### src/qdt_pkg.sv
`default_nettype none

package qdt_pkg;

	typedef struct packed {
		logic [1:0] encoder_pins;
		logic       enabled;
		logic [1:0] mode;
	} tick_word_t;

	typedef struct packed {
		logic [7:0] frame_byte;
		logic       last_byte;
		logic [1:0] direction;
		logic [4:0] blend_level;
	} frame_word_t;

	typedef enum logic [2:0] {
		CFG_CTRL_HIGH  = 3'd0,
		CFG_CTRL_LOW   = 3'd1,
		CFG_CHANNEL    = 3'd2,
		CFG_WORD_FOUR  = 3'd3,
		CFG_WORD_FIVE  = 3'd4,
		CFG_WORD_SIX   = 3'd5,
		CFG_WORD_SEVEN = 3'd6
	} cfg_index_t;

	localparam logic [1:0] MODE_SEEK  = 2'd0;
	localparam logic [1:0] MODE_BLEND = 2'd1;

	localparam logic [1:0] DIR_NONE = 2'd0;
	localparam logic [1:0] DIR_CCW  = 2'd1;
	localparam logic [1:0] DIR_CW   = 2'd2;

	localparam logic [7:0] HIST_CW       = 8'd203;
	localparam logic [7:0] HIST_CCW      = 8'd227;
	localparam logic [7:0] HIST_RESTART  = 8'h03;
	localparam logic [7:0] BUS_ADDR      = 8'h20;
	localparam logic [7:0] SEEK_UP       = 8'b1100_0011;
	localparam logic [7:0] SEEK_DOWN     = 8'b1100_0001;
	localparam logic [4:0] BLEND_MAX     = 5'd31;
	localparam logic [4:0] BLEND_RESET   = 5'd26;
	localparam logic [3:0] LAST_IDX      = 4'd12;

	localparam logic [7:0]  CTRL_HIGH_RESET  = 8'd194;
	localparam logic [7:0]  CTRL_LOW_RESET   = 8'd1;
	localparam logic [15:0] CHANNEL_RESET    = 16'd0;
	localparam logic [15:0] WORD_FOUR_RESET  = 16'd0;
	localparam logic [15:0] WORD_FIVE_RESET  = 16'd34959;
	localparam logic [15:0] WORD_SIX_RESET   = 16'd0;
	localparam logic [7:0]  WORD_SEVEN_RESET = 8'd2;

endpackage

`default_nettype wire

### src/quadrature_detent_tuner_frame.sv
// A detent's accepted tick sets the busy flag; the first frame byte then loads into the output register.
// Throughput: with no frame in flight, a tick without a frame is taken every cycle; a tick that starts
// a frame stalls the tick channel until all 13 frame bytes are loaded into the output register.
// Reset: history clears to zero, blend level to 26, registers to their defaults;
// no frame is pending and the output register is empty.
`default_nettype none

module quadrature_detent_tuner_frame
	import qdt_pkg::*;
(
	input  wire logic        clk,
	input  wire logic        arst_n,
	input  wire logic        cfg_we,
	input  wire logic [2:0]  cfg_index,
	input  wire logic [15:0] cfg_data,
	input  wire logic        tick_valid,
	output logic             tick_stall,
	input  wire tick_word_t  tick,
	output logic             frame_valid,
	input  wire logic        frame_stall,
	output frame_word_t      frame
);

	logic [7:0]  ctrl_high_q;
	logic [7:0]  ctrl_low_q;
	logic [15:0] channel_q;
	logic [15:0] word_four_q;
	logic [15:0] word_five_q;
	logic [15:0] word_six_q;
	logic [7:0]  word_seven_q;

	logic [7:0]  history_q;
	logic [4:0]  blend_count_q;
	logic        busy_q;
	logic [3:0]  idx_q;
	logic [1:0]  dir_q;
	logic [7:0]  cmd_q;
	logic        out_valid_q;
	frame_word_t out_q;

	logic        tick_take;
	logic [7:0]  history_shift;
	logic [1:0]  dir_d;
	logic        frame_start;
	logic [4:0]  blend_next;
	logic        out_load;
	logic [7:0]  byte_sel;

	always_ff @(posedge clk or negedge arst_n) begin
		if (!arst_n) begin
			ctrl_high_q  <= CTRL_HIGH_RESET;
			ctrl_low_q   <= CTRL_LOW_RESET;
			channel_q    <= CHANNEL_RESET;
			word_four_q  <= WORD_FOUR_RESET;
			word_five_q  <= WORD_FIVE_RESET;
			word_six_q   <= WORD_SIX_RESET;
			word_seven_q <= WORD_SEVEN_RESET;
		end else if (cfg_we) begin
			unique case (cfg_index)
				CFG_CTRL_HIGH:  ctrl_high_q  <= cfg_data[7:0];
				CFG_CTRL_LOW:   ctrl_low_q   <= cfg_data[7:0];
				CFG_CHANNEL:    channel_q    <= cfg_data;
				CFG_WORD_FOUR:  word_four_q  <= cfg_data;
				CFG_WORD_FIVE:  word_five_q  <= cfg_data;
				CFG_WORD_SIX:   word_six_q   <= cfg_data;
				CFG_WORD_SEVEN: word_seven_q <= cfg_data[7:0];
				default: begin
				end
			endcase
		end
	end

	assign tick_stall = busy_q;
	assign tick_take  = tick_valid && !busy_q && tick.enabled;

	always_comb begin
		history_shift = history_q;
		if (history_q[1:0] != tick.encoder_pins) begin
			history_shift = {history_q[5:0], tick.encoder_pins};
		end
		priority if (history_shift == HIST_CW) begin
			dir_d = DIR_CW;
		end else if (history_shift == HIST_CCW) begin
			dir_d = DIR_CCW;
		end else begin
			dir_d = DIR_NONE;
		end
	end

	assign frame_start = (dir_d != DIR_NONE) &&
		((tick.mode == MODE_SEEK) || (tick.mode == MODE_BLEND));

	always_comb begin
		if (dir_d == DIR_CW) begin
			blend_next = (blend_count_q == BLEND_MAX) ? 5'd0 : blend_count_q + 5'd1;
		end else begin
			blend_next = (blend_count_q == 5'd0) ? BLEND_MAX : blend_count_q - 5'd1;
		end
	end

	assign out_load = busy_q && (!out_valid_q || !frame_stall);

	always_ff @(posedge clk or negedge arst_n) begin
		if (!arst_n) begin
			history_q     <= '0;
			blend_count_q <= BLEND_RESET;
			busy_q        <= 1'b0;
			idx_q         <= '0;
		end else begin
			if (tick_take) begin
				history_q <= (dir_d != DIR_NONE) ? HIST_RESTART : history_shift;
				if (frame_start) begin
					busy_q <= 1'b1;
					idx_q  <= '0;
				end
				if (frame_start && tick.mode == MODE_BLEND) begin
					blend_count_q <= blend_next;
				end
			end else if (out_load) begin
				idx_q <= idx_q + 4'd1;
				if (idx_q == LAST_IDX) begin
					busy_q <= 1'b0;
				end
			end
		end
	end

	always_ff @(posedge clk) begin
		if (tick_take && frame_start) begin
			dir_q <= dir_d;
			if (tick.mode == MODE_SEEK) begin
				cmd_q <= (dir_d == DIR_CW) ? SEEK_UP : SEEK_DOWN;
			end else begin
				cmd_q <= ctrl_high_q;
			end
		end
	end

	always_comb begin
		unique case (idx_q)
			4'd0:    byte_sel = BUS_ADDR;
			4'd1:    byte_sel = cmd_q;
			4'd2:    byte_sel = ctrl_low_q;
			4'd3:    byte_sel = channel_q[15:8];
			4'd4:    byte_sel = channel_q[7:0];
			4'd5:    byte_sel = word_four_q[15:8];
			4'd6:    byte_sel = word_four_q[7:0];
			4'd7:    byte_sel = word_five_q[15:8];
			4'd8:    byte_sel = word_five_q[7:0];
			4'd9:    byte_sel = word_six_q[15:8];
			4'd10:   byte_sel = word_six_q[7:0];
			4'd11:   byte_sel = {blend_count_q, 3'b000} >> 1;
			4'd12:   byte_sel = word_seven_q;
			default: byte_sel = '0;
		endcase
	end

	always_ff @(posedge clk or negedge arst_n) begin
		if (!arst_n) begin
			out_valid_q <= 1'b0;
		end else if (out_load) begin
			out_valid_q <= 1'b1;
		end else if (!frame_stall) begin
			out_valid_q <= 1'b0;
		end
	end

	always_ff @(posedge clk) begin
		if (out_load) begin
			out_q.frame_byte  <= byte_sel;
			out_q.last_byte   <= (idx_q == LAST_IDX);
			out_q.direction   <= dir_q;
			out_q.blend_level <= blend_count_q;
		end
	end

	assign frame_valid = out_valid_q;
	assign frame       = out_q;

`ifndef SYNTHESIS
	a_idx_range: assert property (@(posedge clk) disable iff (!arst_n)
		busy_q |-> (idx_q <= LAST_IDX))
		else $error("frame byte counter ran past the last byte");

	a_start_busy: assert property (@(posedge clk) disable iff (!arst_n)
		(tick_take && frame_start) |=> busy_q)
		else $error("detent did not start a frame");

	a_frame_continues: assert property (@(posedge clk) disable iff (!arst_n)
		(frame_valid && !frame.last_byte && !frame_stall) |=> frame_valid)
		else $error("frame word missing after a taken inner word");

	a_blend_hold: assert property (@(posedge clk) disable iff (!arst_n)
		busy_q |=> $stable(blend_count_q))
		else $error("blend level changed while a frame was in flight");
`endif

endmodule

`default_nettype wire

### config.mk
export PLATFORM = sky130hd
export DESIGN_NAME = quadrature_detent_tuner_frame
export DESIGN_NICKNAME = d
export VERILOG_FILES = /design/src/qdt_pkg.sv /design/src/quadrature_detent_tuner_frame.sv
export SDC_FILE = /design/constraint.sdc
export NUM_CORES = 1
export LEC_CHECK = 0
export BUFFER_PORTS_ARGS = -buffer_cell sky130_fd_sc_hd__buf_2
export CAP_MARGIN = 25
export CORE_AREA = 3 3 115 117
export DETAILED_ROUTE_END_ITERATION = 10
export DIE_AREA = 0 0 118 120
export GPL_TIMING_DRIVEN = 0
export PLACE_DENSITY_LB_ADDON = 0.25
export SETUP_SLACK_MARGIN = 0.5
export SYNTH_ARGS = -nofsm -noshare
export SYNTH_HDL_FRONTEND = slang
export SYNTH_SLANG_ARGS = --single-unit
### constraint.sdc
create_clock -name clk -period 2.3 [get_ports clk]
set_clock_uncertainty 0.2 [all_clocks]
set_input_delay 0 -clock clk [delete_from_list [all_inputs] [get_ports clk]]
set_output_delay 0 -clock clk [all_outputs]
set_load 0.02 [all_outputs]
# After elaboration in Yosys (flattened, before gate mapping)
# Index checks and enable logic that the tools add are counted.
# totals
ff_bits,133
in_bits,29
elab_cells,94
# op_classes
addsub,3
n_eq_ne,26
muxes,19
n_reduce_logical,28
# op_table
op,count
case mux 8 bit (13 select lines),1
2-to-1 mux 8 bit,3
equality test 4 bit (second input constant),5
AND reduction 2 bit,9
equality test 4 x 3 -> 1 bit (second input constant),4
equality test 8 bit (second input constant),2
2-to-1 mux 5 bit,3
2-to-1 mux 4 bit,3
equality test 3 bit (second input constant),3
equality test 4 x 2 -> 1 bit (second input constant),2
2-to-1 mux 1 bit,7
equality test 3 x 2 -> 1 bit (second input constant),2
logical AND 1 bit,6
nonzero test 2 bit,3
adder 5 x 1 -> 5 bit (second input constant),1
equality test 5 bit (second input constant),1
zero test 5 bit,1
subtractor 5 x 1 -> 5 bit (second input constant),1
adder 4 x 1 -> 4 bit (second input constant),1
equality test 4 x 1 -> 1 bit (second input constant),1
zero test 4 bit,1
2-to-1 mux 2 bit,2
!= test 2 x 1 -> 1 bit (second input constant),2
equality test 3 x 1 -> 1 bit (second input constant),1
8 further kinds,11

# Longest topological paths before layout
# Gate-level depths: netlist of run 1.
# logic_depth
ltp_word,9
ltp_mapped,8

# Least setup slack after synthesis of run 1
# No wires, ideal clock.
# synth_timing
path_type,register to register
start,register history_q[0]
end,register blend_count_q[2]
setup_ns,0.134
arrival_time_ns,1.919
slack_ns,0.047
path_stages_with_launch,8
path_buffers,2
path_cell_list,dfrtp_1 clkbuf_2 xnor2_1 mux2_1 a2111o_1 buf_6 a221oi_1 mux2i_1
# synth_via
elab_chain_len,9
elab_cells_between_ends,12
cone_classes,eq/ne (4); mux (4); reduce/logical (4)
# synth_lines
item,line,source
start: declaration,quadrature_detent_tuner_frame.sv:32,logic [7:0] history_q;
start signal: assignment,quadrature_detent_tuner_frame.sv:111,history_q <= (dir_d != DIR_NONE) ? HIST_RESTART : history_shift;
!= test 2 bit,quadrature_detent_tuner_frame.sv:78,if (history_q[1:0] != tick.encoder_pins) begin
2-to-1 mux 8 bit *,quadrature_detent_tuner_frame.sv:78,
equality test 8 bit,quadrature_detent_tuner_frame.sv:83,end else if (history_shift == HIST_CCW) begin
2-to-1 mux 1 bit,quadrature_detent_tuner_frame.sv:83,
2-to-1 mux 2 bit *,quadrature_detent_tuner_frame.sv:81,priority if (history_shift == HIST_CW) begin
nonzero test 2 bit,quadrature_detent_tuner_frame.sv:90,assign frame_start = (dir_d != DIR_NONE) &&
logical AND 1 bit,quadrature_detent_tuner_frame.sv:90,
logical AND 1 bit,quadrature_detent_tuner_frame.sv:116,if (frame_start && tick.mode == MODE_BLEND) begin
AND reduction 2 bit (no line),-,
end signal: assignment,quadrature_detent_tuner_frame.sv:117,blend_count_q <= blend_next;
end: declaration,quadrature_detent_tuner_frame.sv:33,logic [4:0] blend_count_q;
# Every way passes the cells marked *; elsewhere a longest branch is shown, timed or not.
# A chain may end at the register's enable or synchronous reset.

# Worst setup path in the final report of run 1
# Same ends and word-level chain as after synthesis.

==> reports/results.txt, run 1 <==
status: complete, no violations
global placer's final weighted congestion: 0.828
Setup Viol. Count Final: 0
grt total ovfl: 0
I/O pins: 47
P per Cell Area: 1070 mW/mm^2
Core Box Area: 0.0125 mm^2
RSZ-0062 raised after global routing: yes
non-filler cells, final: 783
Worst-Skew Late Latency: 0.43 ns
critical path arrival: 2.32 ns
largest net degree at the start of global routing: 67
Place WS: -0.129 ns
Worst-Margin Slew: 0.934 ns
CP startpoint kind: flip-flop
Final #Nets: 634
critical path class: reg2reg
Cell variety after synth: 55
detailed-route via count: 4559
sw frac: 29.7%
mux cell area share after synthesis: 18.3%
number of global-route vias before repair: 4660
CTS Buf Count: 17
Worst-path clk slew: 0.05 ns
Finished Core Util: 65.9%
Clk network pwr share: 32.5%
initial antenna violation count: 0
CTS max path bufs: 2
final worst slack: 0.0631 ns
cell internal pwr: 6.19 mW
Gate Count Post-Synth: 478
relative slew slack: 37.4%
Async S/R FF share, synth: 80.5%
Initial Util: 49.1%
vias per cell: 5.82
number of routed nets with antenna violations: 0
Post-synth top flop: dfrtp_1
combinational group share of total power: 30.7%
fill count: 890
syn nets: 514
DR WL/cell: 20.8 um
setup TNS: 0 ns
xor and xnor area share after synthesis: 0.716%
n_diodes: 0
Syn. warnings: 0
Max VDD drop: 0.727 mV
1st-pass router iterations: 7
switching pwr: 2.62 mW
Die ar.: 0.0142 mm^2
Flop pwr share: 36.8%
HP Class: in2reg
Seq cells post-synth: 133
Adder-Cell Fraction of Synth Area: 1.43%
area of the multi-input gates: 0.00275 mm^2
final worst-path cycle share: 97.3%
port bufs: 43
WP data required: 2.39 ns
total track usage: 24.1%
TritonCTS sink count: 133
crit-path max FO: 6
Post-DP HPWL: 9990 um
dpl cells: 694
Die W: 118 um
Fmax: 0.447 GHz
Rows: 41
# H-tree levels: 4
EDFF count, synth: 26
first-pass GRT wire length: 25800 um
complex-gate fraction of the synthesized area: 11.0%
CTS tree: done
final hold viol count: 0
Syn Area/Cell: 12.8 um^2
Leak: 3.44 nW
layout cells sized above 1: 48.0%
Sequential Area: 0.00348 mm^2
Crit. End Element: flip-flop
area delta synth->final: 34.3%
root buf cell: clkbuf_16
number of max-cap violations: 0
main combinational cell family by area after synthesis: multiplexers
reg2reg setup slack: 0.06 ns
WL final: 16300 um
Post-Syn Area: 0.00612 mm^2
# DRC: 0
die height: 120 um
register area share after synthesis: 56.8%
fin. max-slew vios: 0
fin crit period: 2.24 ns
Iter 0 DRT Violations: 376
total chip power: 8.81 mW
Post-Synth Simple-Gate Area: 8.89%
==> registers in the layout (all words and copies together) (netlist names), 16 cells and up <==
| name | flops |
|---|---|
| word_five_q | 16 |
| channel_q | 16 |
| frame | 16 |
| word_six_q | 16 |
| word_four_q | 16 |
==> synthesized netlist by cell type (3+ instances only) <==
| cell type | number | area share, % |
|---|---|---|
| o21ai_0 | 20 | 1.6 |
| a222oi_1 | 12 | 2.0 |
| nand3_1 | 8 | 0.65 |
| xnor2_1 | 3 | 0.43 |
| a221oi_1 | 5 | 0.72 |
| clkbuf_1 | 22 | 1.3 |
| nor2b_1 | 5 | 0.51 |
| nand3b_1 | 5 | 0.61 |
| dfrtp_1 | 92 | 38 |
| nand2_1 | 28 | 1.7 |
| a22oi_1 | 8 | 0.98 |
| nand4_1 | 3 | 0.31 |
| nor2_1 | 14 | 0.86 |
| buf_2 | 3 | 0.25 |
| a22o_1 | 5 | 0.72 |
| o211ai_1 | 4 | 0.49 |
| a21oi_1 | 17 | 1.4 |
| nand2b_1 | 4 | 0.41 |
| and2_1 | 4 | 0.41 |
| dfstp_2 | 15 | 6.4 |
| inv_1 | 16 | 0.98 |
| edfxtp_1 | 26 | 13 |
| ha_1 | 7 | 1.4 |
| a31oi_1 | 4 | 0.41 |
| mux2_2 | 93 | 17 |
| mux2i_1 | 4 | 0.65 |
| and3_1 | 3 | 0.31 |
| nor3_2 | 3 | 0.49 |
| or2_2 | 3 | 0.31 |
| nand4b_1 | 4 | 0.57 |
| nor3_1 | 5 | 0.41 |
==> through the flow <==
stage	hold WS, ns	area [um^2]
floorplan	-0.496	6230
global placement	0.0697	6660
detailed placement	-0.159	6690
CTS	0.0215	7950
global route	0.0883	8220
finish	0.0223	8220
==> power by group through the flow <==
stage               clock [mW]  sequential (mW)  combinational [mW]
floorplan                    0             3.16                1.42
global placement             0             3.21                1.93
detailed placement           0             3.23                1.99
CTS                       2.90             3.22                2.44
global route              3.02             3.29                2.90
finish                    2.87             3.24                2.71
==> cells in the final DEF, fill, tap and decap left out, drive strengths merged, types with 5 or more instances in the layout <==
cell type    synthesis  layout
dlygate4sd3          0      26
and2                 5       5
inv                 16      15
a22o                 5       5
clkinv               0       5
dfstp               15      15
a22oi                8       8
edfxtp              26      26
a222oi              12      12
a221oi               5       5
nor2                14      14
mux2                94      94
clkbuf              23      42
nand2               28      28
nand3                8       8
o21ai               20      20
nor3                 8       8
nor2b                5       5
nand3b               5       5
buf                  4      81
a21oi               17      17
dfrtp               92      92
ha                   7       7
==> final timing paths <==
kind,to,from,cells past startpoint
worst max-delay path,blend_count_q[2],history_q[0],7
worst min-delay path,tick_stall,tick[4],6
worst max register to register,blend_count_q[2],history_q[0],7
worst min register to register,frame[5],dir_q[0],0
max in group asynchronous,word_five_q[2],arst_n,4
min in group asynchronous,channel_q[9],arst_n,3
==> critical path, cell delays in order (launching register included) <==
cell and delay (ns):
dfrtp_1 0.38, buf_8 0.15, xnor2_4 0.18, mux2_4 0.32, a2111o_1 0.38, buf_6 0.17
a221oi_2 0.22, mux2i_1 0.11
==> layer usage <==
layer	track usage, %	wire (um)	vias to the layer above
li1	-	-	2035
met1	30.6	6660	2311
met2	38.7	8090	174
met3	5.94	1040	39
met4	12.2	497	0
met5	0	0	-
==> cell families (layout without fill, tap and decap cells) <==
group	Yosys count	after routing
buffers and inverters	43	176
XOR/XNOR	5	5
multiplexers	99	99
AND/OR/NAND/NOR	98	98
adder cells (fa/ha/maj)	7	7
AO/OA/AOI/OAI	93	93
flip-flops	133	133
==> timing repair <==
item / in CTS / in global routing
resized for setup: 48 / 50
hold buffers: 25 / 2
setup buffers: 16 / 11
hold endpoints to repair: 214 / 5
pin swaps: 16 / 24
gates cloned: 3 / 0
setup endpoints to repair: 69 / 47
==> final cells by class <==
class	count	area share, %
Buffer	27	3.23
Clock buffer	22	5.77
Clock inverter	10	1.84
Inverter	16	0.868
Multi-Input combinational cell	302	33.5
Sequential cell	133	42.3
Tap cell	172	2.62
Timing Repair Buffer	101	9.86
Note: power is estimated with default switching activity, not from simulation.
==> inputs of run 2 (changes only) <==
--- a/config.mk
+++ b/config.mk
@@ -10,7 +10,7 @@
 export CORE_AREA = 3 3 115 117
 export DETAILED_ROUTE_END_ITERATION = 10
 export DIE_AREA = 0 0 118 120
-export GPL_TIMING_DRIVEN = 0
+export GPL_TIMING_DRIVEN = 1
 export PLACE_DENSITY_LB_ADDON = 0.25
 export SETUP_SLACK_MARGIN = 0.5
 export SYNTH_ARGS = -nofsm -noshare
==> run 2 against run 1 <==
  * Sequential power hardly changed
  * Critical path depth did not move
  * First-iteration DRC count is 17% higher
  * Clock-buffer cell count fell by 3
  * Combinational power is 2% higher
  * Clock power shrank 11%
  * Core utilization down 0.16 points
  * Sequential share of layout area grew 0.15 points
  * Final cell count is 0.77% higher
  * Critical path type unchanged
  * Largest cell class unchanged
==> reports/results.txt, run 2 (synthesized netlist as in run 1, its figures left out) <==
number of global-route vias before repair: 4656
CP startpoint kind: flip-flop
CP cell instances: buf_12, xor2_4, o21ai_2, a2111o_1, buf_6, a221oi_2, mux2i_1
Max VDD drop: 0.638 mV
total chip power: 8.57 mW
grt total ovfl: 0
CP max stage delay: 0.53 ns
Crit. End Element: flip-flop
commonest non-fill, non-tap cells in the layout: 93 x mux2_2, 86 x dfrtp_1, 45 x buf_2
Worst-Skew Late Latency: 0.42 ns
WP data required: 2.39 ns
CTS Buf Count: 17
Worst-Margin Slew: 0.706 ns
I/O pins: 47
CTS tree: done
relative slew slack: 52.7%
number of max-cap violations: 0
# DRC: 0
Rows: 41
CTS max path bufs: 2
vias per cell: 5.83
Iter 0 DRT Violations: 441
total track usage: 23.0%
P per Cell Area: 1050 mW/mm^2
non-filler cells, final: 789
DR WL/cell: 20.7 um
Core Box Area: 0.0125 mm^2
Die W: 118 um
critical path arrival: 2.34 ns
n_diodes: 0
final worst-path cycle share: 97.6%
Die ar.: 0.0142 mm^2
fill count: 892
Leak: 3.47 nW
global placer's final weighted congestion: 0.825
root buf cell: clkbuf_16
# H-tree levels: 4
1st-pass router iterations: 8
crit-path max FO: 5
WL final: 16300 um
area delta synth->final: 34.0%
Critical-path top delay cell: a2111o_1
initial antenna violation count: 0
final hold viol count: 0
port bufs: 46
Initial Util: 49.1%
commonest non-fill, non-tap cell in the layout: mux2_2
fin. max-slew vios: 0
layout cells sized above 1: 49.8%
fin crit period: 2.24 ns
crit path buf inv count: 2
CP top delay family: compound AO/OA/AOI/OAI gates
largest net degree at the start of global routing: 50
Worst-path clk slew: 0.06 ns
dpl cells: 693
status: complete, no violations
first-pass GRT wire length: 25100 um
number of routed nets with antenna violations: 0
Fmax: 0.446 GHz
die height: 120 um
TritonCTS sink count: 133
critical path class: reg2reg
Final #Nets: 640
HP Class: in2reg
Setup Viol. Count Final: 0
detailed-route via count: 4602
Post-DP HPWL: 9780 um
RSZ-0062 raised after global routing: yes
-- run 2: final timing paths --
| path | slack (ns) | to | startpoint | cells after the start |
|---|---|---|---|---|
| worst min-delay path | 0.05 | ctrl_high_q[2] | cfg_index[0] | 4 |
| min in group asynchronous | 0.49 | word_four_q[11] | arst_n | 3 |
| worst min register to register | 0.23 | frame[5] | dir_q[0] | 0 |
| max in group asynchronous | 0.72 | ctrl_low_q[0] | arst_n | 4 |
| worst max register to register | 0.06 | blend_count_q[2] | history_q[0] | 7 |
| worst max-delay path | 0.06 | blend_count_q[2] | history_q[0] | 7 |
-- run 2: cell type report --
cell class	instances	area, um^2	share of cell area (%)
Timing Repair inverter	1	7.51	0.0915
Inverter	16	72.6	0.885
Tap cell	172	215	2.62
Sequential cell	133	3480	42.5
Multi-Input combinational cell	302	2750	33.5
Clock inverter	13	103	1.25
Timing Repair Buffer	133	1120	13.6
Clock buffer	19	453	5.52
-- run 2: worst min-delay path, stage by stage --
cell	delay [ns]
buf_2	0.16
nor3_2	0.06
buf_4	0.18
mux2_2	0.23
-- run 2: stage by stage --
stage / TNS [ns] / hold slack (ns) / setup slack [ns] / util (%) / cell area, um^2
6_report: 0 / 0.0463 / 0.0563 / 65.8 / 8200
5_1_grt: -0.0888 / 0.0485 / -0.0488 / 65.8 / 8200
4_1_cts: 0 / 0.00311 / 0.115 / 63.3 / 7890
3_5_place_dp: -0.0306 / -0.113 / -0.0222 / 53.9 / 6720
3_3_place_gp: 0 / -0.119 / 0.0908 / 53.9 / 6720
2_1_floorplan: 0 / -0.496 / 0.218 / - / 6230
-- run 2: per-layer routing --
metal | vias to the layer above | part of all wire [%] | track usage, %
met5 | - | 0 | 0
met4 | 0 | 2.6 | 7.69
met3 | 37 | 5.3 | 5.61
met2 | 186 | 51 | 38.4
met1 | 2331 | 41 | 29.5
li1 | 2048 | - | -
-- run 2: timing repair --
action	CTS	global route
gates cloned	1	0
buffers inserted	24	12
hold buffers	27	0
pin swaps	24	23
hold endpoints to repair	211	0
setup endpoints to repair	34	36
gates resized for setup	44	53
-- run 2: report_power, final --
group          internal (mW)  switching (mW)
clock network           1.53            1.02
registers               2.93           0.326
logic                   1.43            1.34
total                   5.89            2.68
